<file path="src/rtl/i2c_transaction_sequencer_assert.svh">
// Assertion macros shared by the sequencer RTL.
`ifndef I2C_TRANSACTION_SEQUENCER_ASSERT_SVH
`define I2C_TRANSACTION_SEQUENCER_ASSERT_SVH

// Clocked implication check, disabled while reset is held.
`define I2CTS_ASSERT(lbl, clk, rst_n, prop, msg) \
    lbl: assert property (@(posedge clk) disable iff (!rst_n) (prop)) else $error(msg);

// Same check, active during reset too.
`define I2CTS_ASSERT_ALWAYS(lbl, clk, prop, msg) \
    lbl: assert property (@(posedge clk) (prop)) else $error(msg);

`endif

</file>
<file path="src/rtl/i2cts_pkg.sv">
package i2cts_pkg;

    // Bus primitive codes.
    localparam logic [2:0] OP_START = 3'd0;
    localparam logic [2:0] OP_WRITE = 3'd1;
    localparam logic [2:0] OP_READ  = 3'd2;
    localparam logic [2:0] OP_ACK   = 3'd3;
    localparam logic [2:0] OP_NAK   = 3'd4;
    localparam logic [2:0] OP_STOP  = 3'd5;

    // Stop status codes.
    localparam logic [1:0] ST_OK      = 2'd0;
    localparam logic [1:0] ST_BUS_ERR = 2'd1;
    localparam logic [1:0] ST_MISCMP  = 2'd2;

    // Sequencer phases.
    localparam logic [3:0] PH_IDLE   = 4'd0;
    localparam logic [3:0] PH_START1 = 4'd1;
    localparam logic [3:0] PH_ADDR1  = 4'd2;
    localparam logic [3:0] PH_SUBHI  = 4'd3;
    localparam logic [3:0] PH_SUBLO  = 4'd4;
    localparam logic [3:0] PH_RSTART = 4'd5;
    localparam logic [3:0] PH_ADDR2  = 4'd6;
    localparam logic [3:0] PH_READ   = 4'd7;
    localparam logic [3:0] PH_ACKNAK = 4'd8;
    localparam logic [3:0] PH_WRITE  = 4'd9;
    localparam logic [3:0] PH_CMPNAK = 4'd10;

    // Bit positions in the latched flag vector.
    localparam int FL_RD  = 0;
    localparam int FL_WR  = 1;
    localparam int FL_SUB = 2;
    localparam int FL_LNG = 3;
    localparam int FL_CP  = 4;

    // Input item command codes.
    localparam logic CMD_BEGIN = 1'b0;

    typedef struct packed {
        logic [3:0]  phase;
        logic [4:0]  flags;
        logic [6:0]  address;
        logic [15:0] subaddress;
        logic [15:0] remaining;
        logic [15:0] done_count;
    } t_seq_state;

    typedef struct packed {
        logic        command;
        logic [6:0]  device_address;
        logic        do_read;
        logic        do_write;
        logic        use_subaddress;
        logic        long_subaddress;
        logic        compare_only;
        logic [15:0] subaddress;
        logic [15:0] byte_count;
        logic [7:0]  block_byte;
        logic [3:0]  prim_status;
        logic [7:0]  read_data;
    } t_item;

    typedef struct packed {
        logic [2:0]  bus_op;
        logic [7:0]  bus_byte;
        logic        store_valid;
        logic [7:0]  store_byte;
        logic [15:0] bytes_done;
        logic [1:0]  status;
        logic [3:0]  error_code;
    } t_result;

endpackage

</file>
<file path="src/rtl/i2cts_step.sv">
module i2cts_step (
    input  i2cts_pkg::t_seq_state i_state,
    input  i2cts_pkg::t_item      i_item,
    output i2cts_pkg::t_seq_state o_next,
    output i2cts_pkg::t_result    o_result,
    output logic                  o_has_result
);
    import i2cts_pkg::*;

    always_comb begin
        logic [4:0] f;
        logic       go_data;
        logic       fin;
        logic [1:0] fin_status;
        logic [3:0] fin_code;

        o_next       = i_state;
        o_result     = '0;
        o_has_result = 1'b0;
        f            = '0;
        go_data      = 1'b0;
        fin          = 1'b0;
        fin_status   = ST_OK;
        fin_code     = 4'd0;

        if (i_item.command == CMD_BEGIN) begin
            f[FL_RD]  = i_item.do_read;
            f[FL_WR]  = i_item.do_write;
            f[FL_SUB] = i_item.use_subaddress;
            f[FL_LNG] = i_item.long_subaddress;
            f[FL_CP]  = i_item.compare_only;
            // A zero count turns the request into an address poll.
            if (i_item.byte_count == 16'd0) begin
                f[FL_RD] = 1'b0;
                f[FL_WR] = 1'b0;
            end
            o_next.flags      = f;
            o_next.address    = i_item.device_address;
            o_next.subaddress = i_item.subaddress;
            o_next.remaining  = i_item.byte_count;
            o_next.done_count = 16'd0;
            o_next.phase      = PH_START1;
            o_result.bus_op   = OP_START;
            o_has_result      = 1'b1;
        end else if (i_state.phase == PH_IDLE || i_state.phase > PH_CMPNAK) begin
            o_has_result = 1'b0;
        end else if (i_state.phase == PH_CMPNAK) begin
            o_has_result = 1'b1;
            fin          = 1'b1;
            fin_status   = ST_MISCMP;
        end else if (i_item.prim_status != 4'd0) begin
            o_has_result = 1'b1;
            fin          = 1'b1;
            fin_status   = ST_BUS_ERR;
            fin_code     = i_item.prim_status;
        end else begin
            o_has_result = 1'b1;
            case (i_state.phase)
                PH_START1: begin
                    o_next.phase      = PH_ADDR1;
                    o_result.bus_op   = OP_WRITE;
                    o_result.bus_byte = {i_state.address,
                                         i_state.flags[FL_RD] & ~i_state.flags[FL_SUB]};
                end
                PH_ADDR1: begin
                    if (!i_state.flags[FL_RD] && !i_state.flags[FL_WR]) begin
                        fin = 1'b1;
                    end else if (i_state.flags[FL_SUB]) begin
                        o_result.bus_op = OP_WRITE;
                        if (i_state.flags[FL_LNG]) begin
                            o_next.phase      = PH_SUBHI;
                            o_result.bus_byte = i_state.subaddress[15:8];
                        end else begin
                            o_next.phase      = PH_SUBLO;
                            o_result.bus_byte = i_state.subaddress[7:0];
                        end
                    end else begin
                        go_data = 1'b1;
                    end
                end
                PH_SUBHI: begin
                    o_next.phase      = PH_SUBLO;
                    o_result.bus_op   = OP_WRITE;
                    o_result.bus_byte = i_state.subaddress[7:0];
                end
                PH_SUBLO: begin
                    if (i_state.flags[FL_RD]) begin
                        o_next.phase    = PH_RSTART;
                        o_result.bus_op = OP_START;
                    end else begin
                        go_data = 1'b1;
                    end
                end
                PH_RSTART: begin
                    o_next.phase      = PH_ADDR2;
                    o_result.bus_op   = OP_WRITE;
                    o_result.bus_byte = {i_state.address, 1'b1};
                end
                PH_ADDR2: begin
                    go_data = 1'b1;
                end
                PH_READ: begin
                    if (i_state.flags[FL_CP] && i_item.block_byte != i_item.read_data) begin
                        o_next.phase    = PH_CMPNAK;
                        o_result.bus_op = OP_NAK;
                    end else begin
                        if (i_state.remaining != 16'd0) begin
                            o_next.remaining = i_state.remaining - 16'd1;
                        end
                        o_next.phase    = PH_ACKNAK;
                        o_result.bus_op = (o_next.remaining != 16'd0) ? OP_ACK : OP_NAK;
                        if (!i_state.flags[FL_CP]) begin
                            o_result.store_valid = 1'b1;
                            o_result.store_byte  = i_item.read_data;
                        end
                    end
                end
                PH_ACKNAK: begin
                    o_next.done_count = i_state.done_count + 16'd1;
                    go_data           = 1'b1;
                end
                PH_WRITE: begin
                    o_next.done_count = i_state.done_count + 16'd1;
                    if (i_state.remaining != 16'd0) begin
                        o_next.remaining = i_state.remaining - 16'd1;
                    end
                    go_data = 1'b1;
                end
                default: begin
                    o_has_result = 1'b0;
                end
            endcase
        end

        // Data phase: finish when no bytes are left, else read or write one.
        if (go_data) begin
            if (o_next.remaining == 16'd0) begin
                fin = 1'b1;
            end else if (i_state.flags[FL_RD]) begin
                o_next.phase    = PH_READ;
                o_result.bus_op = OP_READ;
            end else begin
                o_next.phase      = PH_WRITE;
                o_result.bus_op   = OP_WRITE;
                o_result.bus_byte = i_item.block_byte;
            end
        end

        if (fin) begin
            o_next.phase        = PH_IDLE;
            o_result            = '0;
            o_result.bus_op     = OP_STOP;
            o_result.status     = fin_status;
            o_result.error_code = fin_code;
        end

        o_result.bytes_done = o_next.done_count;
    end

endmodule

</file>
<file path="src/rtl/i2c_transaction_sequencer.sv">
// A result is registered and presented in the cycle after the transfer that caused it.
// Throughput: one input transfer per cycle, limited only by the single output register.
// A completion that arrives while idle is absorbed and produces no result.
// Reset (i_rst_n low, synchronous) returns the sequencer to idle with all
// latched transaction fields cleared and the output register empty.
module i2c_transaction_sequencer (
    input  logic        i_clk,
    input  logic        i_rst_n,
    input  logic        i_s_tvalid,
    output logic        o_s_tready,
    // tdata, low bit up: device_address[6:0], do_read, do_write, use_subaddress,
    // long_subaddress, compare_only, subaddress[15:0], byte_count[15:0],
    // block_byte[7:0], prim_status[3:0], read_data[7:0]
    input  logic [63:0] i_s_tdata,
    // tuser: command (0 begin transaction, 1 previous primitive completed)
    input  logic        i_s_tuser,
    output logic        o_m_tvalid,
    input  logic        i_m_tready,
    // tdata, low bit up: bus_byte[7:0], store_valid, store_byte[7:0],
    // bytes_done[15:0], status[1:0], error_code[3:0], zero pad
    output logic [39:0] o_m_tdata,
    // tuser: bus_op[2:0]
    output logic [2:0]  o_m_tuser
);
    import i2cts_pkg::*;

    // The whole transaction context lives in this one register set. Every
    // transfer is decoded against it in a single combinational pass.
    t_seq_state r_state;
    t_seq_state n_state;

    // Output register: holds one result until the downstream side takes it.
    logic    r_out_valid;
    t_result r_out;

    t_item   w_item;
    t_result w_result;
    logic    w_has_result;
    logic    w_accept;
    logic    w_load;

    assign w_item.command         = i_s_tuser;
    assign w_item.device_address  = i_s_tdata[6:0];
    assign w_item.do_read         = i_s_tdata[7];
    assign w_item.do_write        = i_s_tdata[8];
    assign w_item.use_subaddress  = i_s_tdata[9];
    assign w_item.long_subaddress = i_s_tdata[10];
    assign w_item.compare_only    = i_s_tdata[11];
    assign w_item.subaddress      = i_s_tdata[27:12];
    assign w_item.byte_count      = i_s_tdata[43:28];
    assign w_item.block_byte      = i_s_tdata[51:44];
    assign w_item.prim_status     = i_s_tdata[55:52];
    assign w_item.read_data       = i_s_tdata[63:56];

    i2cts_step u_step (
        .i_state      (r_state),
        .i_item       (w_item),
        .o_next       (n_state),
        .o_result     (w_result),
        .o_has_result (w_has_result)
    );

    // A new transfer is taken whenever the output register is empty or is
    // being emptied in this same cycle, so back-to-back transfers stream.
    assign o_s_tready = !r_out_valid || i_m_tready;
    assign w_accept   = i_s_tvalid && o_s_tready;
    assign w_load     = w_accept && w_has_result;

    always_ff @(posedge i_clk) begin
        if (!i_rst_n) begin
            r_state <= '0;
        end else if (w_accept) begin
            r_state <= n_state;
        end
    end

    always_ff @(posedge i_clk) begin
        if (!i_rst_n) begin
            r_out_valid <= 1'b0;
        end else if (w_load) begin
            r_out_valid <= 1'b1;
        end else if (i_m_tready) begin
            r_out_valid <= 1'b0;
        end
    end

    always_ff @(posedge i_clk) begin
        if (w_load) begin
            r_out <= w_result;
        end
    end

    assign o_m_tvalid = r_out_valid;
    assign o_m_tuser  = r_out.bus_op;
    assign o_m_tdata  = {1'b0, r_out.error_code, r_out.status, r_out.bytes_done,
                         r_out.store_byte, r_out.store_valid, r_out.bus_byte};

`include "i2c_transaction_sequencer_assert.svh"

    // A stop always leaves the sequencer idle.
    `I2CTS_ASSERT(a_stop_idles, i_clk, i_rst_n,
        (w_load && w_result.bus_op == OP_STOP) |=> (r_state.phase == PH_IDLE),
        "stop result did not return sequencer to idle")
    // A begin transfer restarts the transaction with no bytes done.
    `I2CTS_ASSERT(a_begin_restart, i_clk, i_rst_n,
        (w_accept && i_s_tuser == CMD_BEGIN) |=> (r_state.phase == PH_START1 &&
            r_state.done_count == 16'd0 && r_out_valid && r_out.bus_op == OP_START),
        "begin transfer did not restart the transaction")
    // Status and error code only ever travel with a stop.
    `I2CTS_ASSERT(a_status_on_stop, i_clk, i_rst_n,
        (r_out_valid && r_out.status != ST_OK) |-> (r_out.bus_op == OP_STOP),
        "nonzero status on a primitive other than stop")
    `I2CTS_ASSERT(a_code_bus_err, i_clk, i_rst_n,
        (r_out_valid && r_out.error_code != 4'd0) |-> (r_out.status == ST_BUS_ERR),
        "error code without bus error status")
    // A stored byte only accompanies the ack or nak of a read byte.
    `I2CTS_ASSERT(a_store_acknak, i_clk, i_rst_n,
        (r_out_valid && r_out.store_valid) |-> ((r_out.bus_op == OP_ACK ||
            r_out.bus_op == OP_NAK) && r_state.phase == PH_ACKNAK),
        "store without read ack or nak")
    // The output register is empty right after reset.
    `I2CTS_ASSERT_ALWAYS(a_reset_empty, i_clk, !i_rst_n |=> !o_m_tvalid,
        "output valid after reset")

endmodule

</file>
<file path="config.mk">
export PLATFORM = sky130hd
export DESIGN_NAME = i2c_transaction_sequencer
export DESIGN_NICKNAME = d
export VERILOG_FILES = /design/src/rtl/i2cts_pkg.sv /design/src/rtl/i2cts_step.sv /design/src/rtl/i2c_transaction_sequencer.sv
export VERILOG_INCLUDE_DIRS = /design/src /design/src/rtl
export SDC_FILE = /design/constraint.sdc
export NUM_CORES = 1
export LEC_CHECK = 0
export ABC_AREA = 0
export BUFFER_PORTS_ARGS = -buffer_cell sky130_fd_sc_hd__buf_4
export CORE_ASPECT_RATIO = 1.2
export CORE_UTILIZATION = 60
export DETAILED_ROUTE_END_ITERATION = 7
export PLACE_DENSITY = 0.86
export SYNTH_ARGS = -nofsm -noshare
export SYNTH_HDL_FRONTEND = slang
export SYNTH_SLANG_ARGS = --single-unit
export TNS_END_PERCENT = 20
</file>
<file path="constraint.sdc">
create_clock -name i_clk -period 10 [get_ports i_clk]
set_clock_uncertainty 0.1 [all_clocks]
set_input_delay 0.5 -clock i_clk [delete_from_list [all_inputs] [get_ports i_clk]]
set_output_delay 0.5 -clock i_clk [all_outputs]
set_load 0.005 [all_outputs]
</file>
Yosys cells after proc, flatten, opt, wreduce, memory -nomap -nowiden
Cells that the tools add are included.
- add/sub/neg operators: 2
- order comparisons: 1
- equality and inequality tests: 11
- multiplexer cells: 73
- bitwise gates (word level): 6
- reductions and logical operators: 26
- operators by type and width (operator ; count):
    2-to-1 mux 16 bit ; 9
    2-to-1 mux 32 bit ; 4
    2-to-1 mux 20 bit ; 3
    2-to-1 mux 4 bit ; 11
    2-to-1 mux 9 bit ; 4
    2-to-1 mux 11 bit ; 3
    logical NOT 16 bit ; 2
    one-hot mux 16 bit (2 select lines) ; 1
    one-hot mux 8 bit (4 select lines) ; 1
    nonzero test 16 bit ; 2
    one-hot mux 4 bit (6 select lines) ; 1
    2-to-1 mux 1 bit ; 23
    2-to-1 mux 17 bit ; 1
    adder 16 x 1 -> 16 bit (second input constant) ; 1
    equality test 4 x 3 -> 1 bit (second input constant) ; 4
    2-to-1 mux 8 bit ; 2
    subtractor 16 x 1 -> 16 bit (second input constant) ; 1
    equality test 4 bit (second input constant) ; 3
    2-to-1 mux 3 bit ; 4
    one-hot mux 3 bit (3 select lines) ; 1
    OR reduction 3 bit ; 3
    OR reduction 9 bit ; 1
    equality test 4 x 2 -> 1 bit (second input constant) ; 2
    2-to-1 mux 2 bit ; 4
    18 further kinds ; 28
- flip-flop bits (word level): 107
- input port bits: 69
- output and inout port bits: 45
- logic and storage cells: 134

Depth between registers and ports, before layout
- word-level depth: 19
- depth in mapped cells: 13
- depth with buffers taken out: 11

Modules after synthesis
A second synthesis with hierarchy kept.
- cells, all modules: 750
- area, all modules: 6712.7 um^2
- by module, submodules not included (module ; times used ; cells each ; area an instance (um^2) ; sequential area each (um^2)):
    i2c_transaction_sequencer ; 1 ; 327 ; 3931.3 ; 2562.5
    i2cts_step ; 1 ; 423 ; 2781.4 ; 0.0

Least setup slack after synthesis
OpenSTA, ideal clock, no wires.
- path type: input to register
- start point: input i_s_tuser
- end point: register r_out (netlist bit o_m_tdata[0]) (enable)
- library setup time: 0.457 ns
- arrival time: 3.224 ns
- data required time: 9.443 ns
- path slack: 6.219 ns
- cell stages on the path: 4
- path buffers: 3
- path through: clkbuf_1 > clkbuf_1 > clkbuf_1 > a21oi_1
- longest elaborated chain between the ends: 2
- RTL lines (element ; RTL line ; source):
    start: declaration ; i2c_transaction_sequencer.sv:16 ; input logic i_s_tuser,
    2-to-1 mux 1 bit ; i2cts_step.sv:26 ; if (i_item.command == CMD_BEGIN) begin
    logical AND 1 bit ; i2c_transaction_sequencer.sv:67 ; assign w_load = w_accept && w_has_result;
    via w_load ; i2c_transaction_sequencer.sv:40 ; logic w_load;
    end signal: assignment ; i2c_transaction_sequencer.sv:89 ; r_out <= w_result;
    end: declaration ; i2c_transaction_sequencer.sv:34 ; t_result r_out;
The timed path passes the listed nets, and every way through them passes these cells.
A chain may end at the register's enable or synchronous reset.

Final worst setup path
- start point: register r_state[16] (netlist bit)
- end point: register r_out (netlist bit o_m_tuser[1]), data pin
- longest elaborated chain between the ends: 18
- elaborated cells between the ends (all ways): 28
- those cells by class: 1 x add/sub; 24 x mux; 3 x reduce/logical
- RTL lines (element ; RTL line ; source):
    start: declaration ; i2c_transaction_sequencer.sv:29 ; t_seq_state r_state;
    start signal: assignment ; i2c_transaction_sequencer.sv:73 ; r_state <= n_state;
    subtractor 16 x 1 -> 16 bit or nonzero test 16 bit (tied branches) ; - ;
    2-to-1 mux 16 bit ; i2cts_step.sv:107, i2cts_step.sv:124 ;
    2-to-1 mux 16 bit ; i2cts_step.sv:103 ; if (i_state.flags[FL_CP] && i_item.block_byte != i_item.read_data) begin
    2-to-1 mux 16 bit ; i2cts_step.sv:58 ; case (i_state.phase)
    2-to-1 mux 16 bit ; i2cts_step.sv:51 ; end else if (i_item.prim_status != 4'd0) begin
    2-to-1 mux 16 bit ; i2cts_step.sv:47 ; end else if (i_state.phase == PH_CMPNAK) begin
    2-to-1 mux 16 bit ; i2cts_step.sv:45 ; end else if (i_state.phase == PH_IDLE || i_state.phase > PH_CMPNAK) begin
    2-to-1 mux 16 bit ; i2cts_step.sv:26 ;
    (+2 left out) ; - ;
    2-to-1 mux 3 bit ; i2cts_step.sv:103 ;
    one-hot mux 3 bit (3 select lines) ; i2cts_step.sv:58 ;
    2-to-1 mux 20 bit ; i2cts_step.sv:51 ;
    2-to-1 mux 20 bit ; i2cts_step.sv:47 ;
    2-to-1 mux 20 bit ; i2cts_step.sv:45 ;
    2-to-1 mux 3 bit ; i2cts_step.sv:26 ;
    2-to-1 mux 11 bit ; i2cts_step.sv:137 ; if (o_next.remaining == 16'd0) begin
    2-to-1 mux 11 bit ; i2cts_step.sv:136 ; if (go_data) begin
Parallel ways exist; a longest one is shown, timed or not. The select of a mux whose other input is x is not followed.

==> flow_summary.ini <==
[status]
status = completed

[yosys]
syn-num-nets = 755
netlist_area_sq_um = 5900
synth-async-reset-ratio_pct = 0
synth-seq-area-share_pct = 43.5
ys_warn_count = 0
syn_inst = 683
ys_seq_elements = 107
synth_cell_type_count = 78
ys.flop_type = dfxtp_1
syn-mean-instance-area_sq_um = 8.63
synth-edff-count = 42

[critical_path]
worst-path-max-fanout = 9
cpPeakStageDelay_ps = 500
cp-start-kind = flip-flop
crit_arrival_ps = 3880
worstPathRequired_ps = 10000
cp-end-kind = flip-flop
crit_slowest_cell = or3b_1
cp_cell_sequence = inv_1 > ha_1 > or3b_1 > or2_1 > a2111oi_2 > mux2_1 > a2bb2oi_1 > nand4_1 > nor3_4 > a21oi_1 > a32o_1
critPathKind = flip-flop to flip-flop

[route]
ant_nets = 0
vias_per_cell = 6.29
wirelength_mm = 17.5
wl_per_cell_um = 19.5
num_vias = 5632
detail_route.first_pass.iterations = 8
drc = 0
drt_iter0_drc = 524

[final_layout]
layout_common_cells = buf_4 (120), nand2_1 (112), nor2_1 (72)
nets = 840
synthToLayoutAreaGrowth_pct = 19.2
drive_gt1_share_pct = 20.3
diodes = 0
final_common_cell = buf_4

[floorplanning]
dieArea_sq_um = 10200
start_util_pct = 62.0
core.rowCount = 39
core_area_sq_um = 9520
dieWidth_um = 92.5
die_h_um = 111
ios = 114

[sta]
setup_violations = 0
slew_viol_final = 0
worst_pin_slew_ps = 925
tns_ps = 0
rsz0062_at_grt = no
hold_viol = 0
fin_crit_sh_pct = 38.7
finalCriticalPeriod_ps = 3870
slew_headroom_pct = 38.2
setup_ws_ps = 6130
fmax_ghz = 0.258

[grt]
grt.total_usage_pct = 35.1
grt-ovfl-total = 0
antenna_found_initial = 0
grt_max_degree = 62
first_global_vias = 5483
grt_pass1_wl_mm = 27.8

[clocking]
postCtsSetupBuffers = 0
clkLatencyLatePin_ps = 350
clock_sinks = 107
cts-root-buf = clkbuf_16
clock_path_buffers = 2
clkTransAtPathRegs_ps = 70
ctsHtreeMaxLevel = 3
cts_resized = 0
hold_buffers = 0
tritoncts = built
cts_buffers = 9

[power_and_ir_drop]
clkPwrFrac_pct = 33.7
p_int_mw = 0.713
combPwrFrac_pct = 17.2
powerDensity_nw_per_um2 = 142
p_sw_share_pct = 28.3
p_sw_mw = 0.282
irDropWorstVdd_uv = 90.3
seqPwrFrac_pct = 49.1
p_leak_nw = 2.64

[placement]
place_congestion = 0.946
dp_slack_ps = 6090
dp_hpwl_mm = 12.7
port_buffers = 112

[job]
cap_violations = 0

[hold_path]
worst_hold_path_type = primary input to flip-flop
through the flow:
| step | hold WS (ps) | instance area, sq um | instances | power [mW] | util [%] |
|---|---|---|---|---|---|
| floorplan | 336 | 5900 | 683 | 0.597 | - |
| global placement | 343 | 6760 | 880 | 0.663 | 71.0 |
| detailed placement | 348 | 6760 | 880 | 0.666 | 71.0 |
| CTS | 293 | 7030 | 896 | 0.994 | 73.9 |
| global route | 304 | 7030 | 896 | 1.03 | 73.9 |
| finish | 297 | 7030 | 896 | 0.995 | 73.9 |
critical path, delay by kind of cell (launching register included):
| family | cells | cell delay (ps) |
|---|---|---|
| AND/OR/NAND/NOR | 4 | 1360 |
| AO/OA/AOI/OAI | 4 | 1080 |
| flip-flops | 1 | 380 |
| multiplexers | 1 | 360 |
| adder cells (fa/ha/maj) | 1 | 200 |
| buffers and inverters | 1 | 160 |
area by class of cell:
| cell class | count | area, sq um |
|---|---|---|
| clock inverters | 6 | 41.3 |
| fillers | 693 | 2490 |
| repair buffers | 120 | 901 |
| flip-flops and latches | 107 | 2560 |
| clock buffers | 10 | 229 |
| multi-input cells | 516 | 3090 |
| inverters | 14 | 52.6 |
| well taps | 123 | 154 |
cell families (layout without fill, tap and decap cells):
| group | after synthesis | in the layout | share of synthesized area (%) |
|---|---|---|---|
| AO/OA/AOI/OAI | 174 | 174 | 19.9 |
| buffers and inverters | 60 | 150 | 4.33 |
| adder cells (fa/ha/maj) | 3 | 3 | 0.637 |
| flip-flops | 107 | 107 | 43.5 |
| XOR/XNOR | 29 | 29 | 4.31 |
| multiplexers | 15 | 15 | 2.63 |
| other | 1 | 1 | 0.0636 |
| AND/OR/NAND/NOR | 294 | 294 | 24.6 |
layer usage:
metal / track usage (%) / vias to the layer above / share of wire (%)
li1: - / 2659 / -
met1: 41.3 / 2630 / 38
met2: 61.5 / 281 / 51
met3: 4.34 / 62 / 5.8
met4: 18.5 / 0 / 4.5
met5: 0 / - / 0
synth_stat cells, drive strengths merged (4+ instances only):
library cell	instances	area, sq um
nand2	112	420
nor2	72	270
a21oi	66	334
dfxtp	65	1300
edfxtp	42	1260
clkbuf	34	128
o21ai	29	145
nor3	22	121
xor2	21	184
nor4	20	156
buf	12	75.1
inv	12	45.0
mux2i	11	110
o2bb2ai	10	87.6
and2	9	56.3
or4	9	78.8
a222oi	8	80.1
nand3	8	40.0
xnor2	8	70.1
a31oi	7	58.8
and3	7	43.8
nand4	7	50.1
a22oi	6	45.0
a211oi	5	50.1
a21o	5	37.5
and4	5	43.8
mux2	4	45.0
o211ai	4	30.0
o21a	4	30.0
or2	4	25.0
or3	4	25.0
power groups by stage:
stage	logic, mW	registers, mW	clock network, mW
floorplan	0.107	0.490	0
detailed placement	0.168	0.498	0
CTS	0.169	0.488	0.337
finish	0.172	0.489	0.335
global route	0.185	0.491	0.355
global placement	0.166	0.497	0
final timing paths:
path / start / endpoint / slack, ps / cells past startpoint
worst max-delay path: r_state[16]$_SDFFE_PN0P_ / o_m_tuser[1]$_SDFFCE_PN0P_ / 6130 / 11
worst min-delay path: i_s_tdata[18] / r_state[38]$_SDFFE_PN0P_ / 300 / 3
worst max register to register: r_state[16]$_SDFFE_PN0P_ / o_m_tuser[1]$_SDFFCE_PN0P_ / 6130 / 11
worst min register to register: r_state[35]$_SDFFE_PN0P_ / r_state[35]$_SDFFE_PN0P_ / 360 / 2
sequential cells by signal, indices dropped and copies added (netlist names):
name and flops:
o_m_tuser 3, o_m_tdata 39, o_m_tvalid 1, r_state 64
No activity file was read; power rests on OpenSTA's default activity.
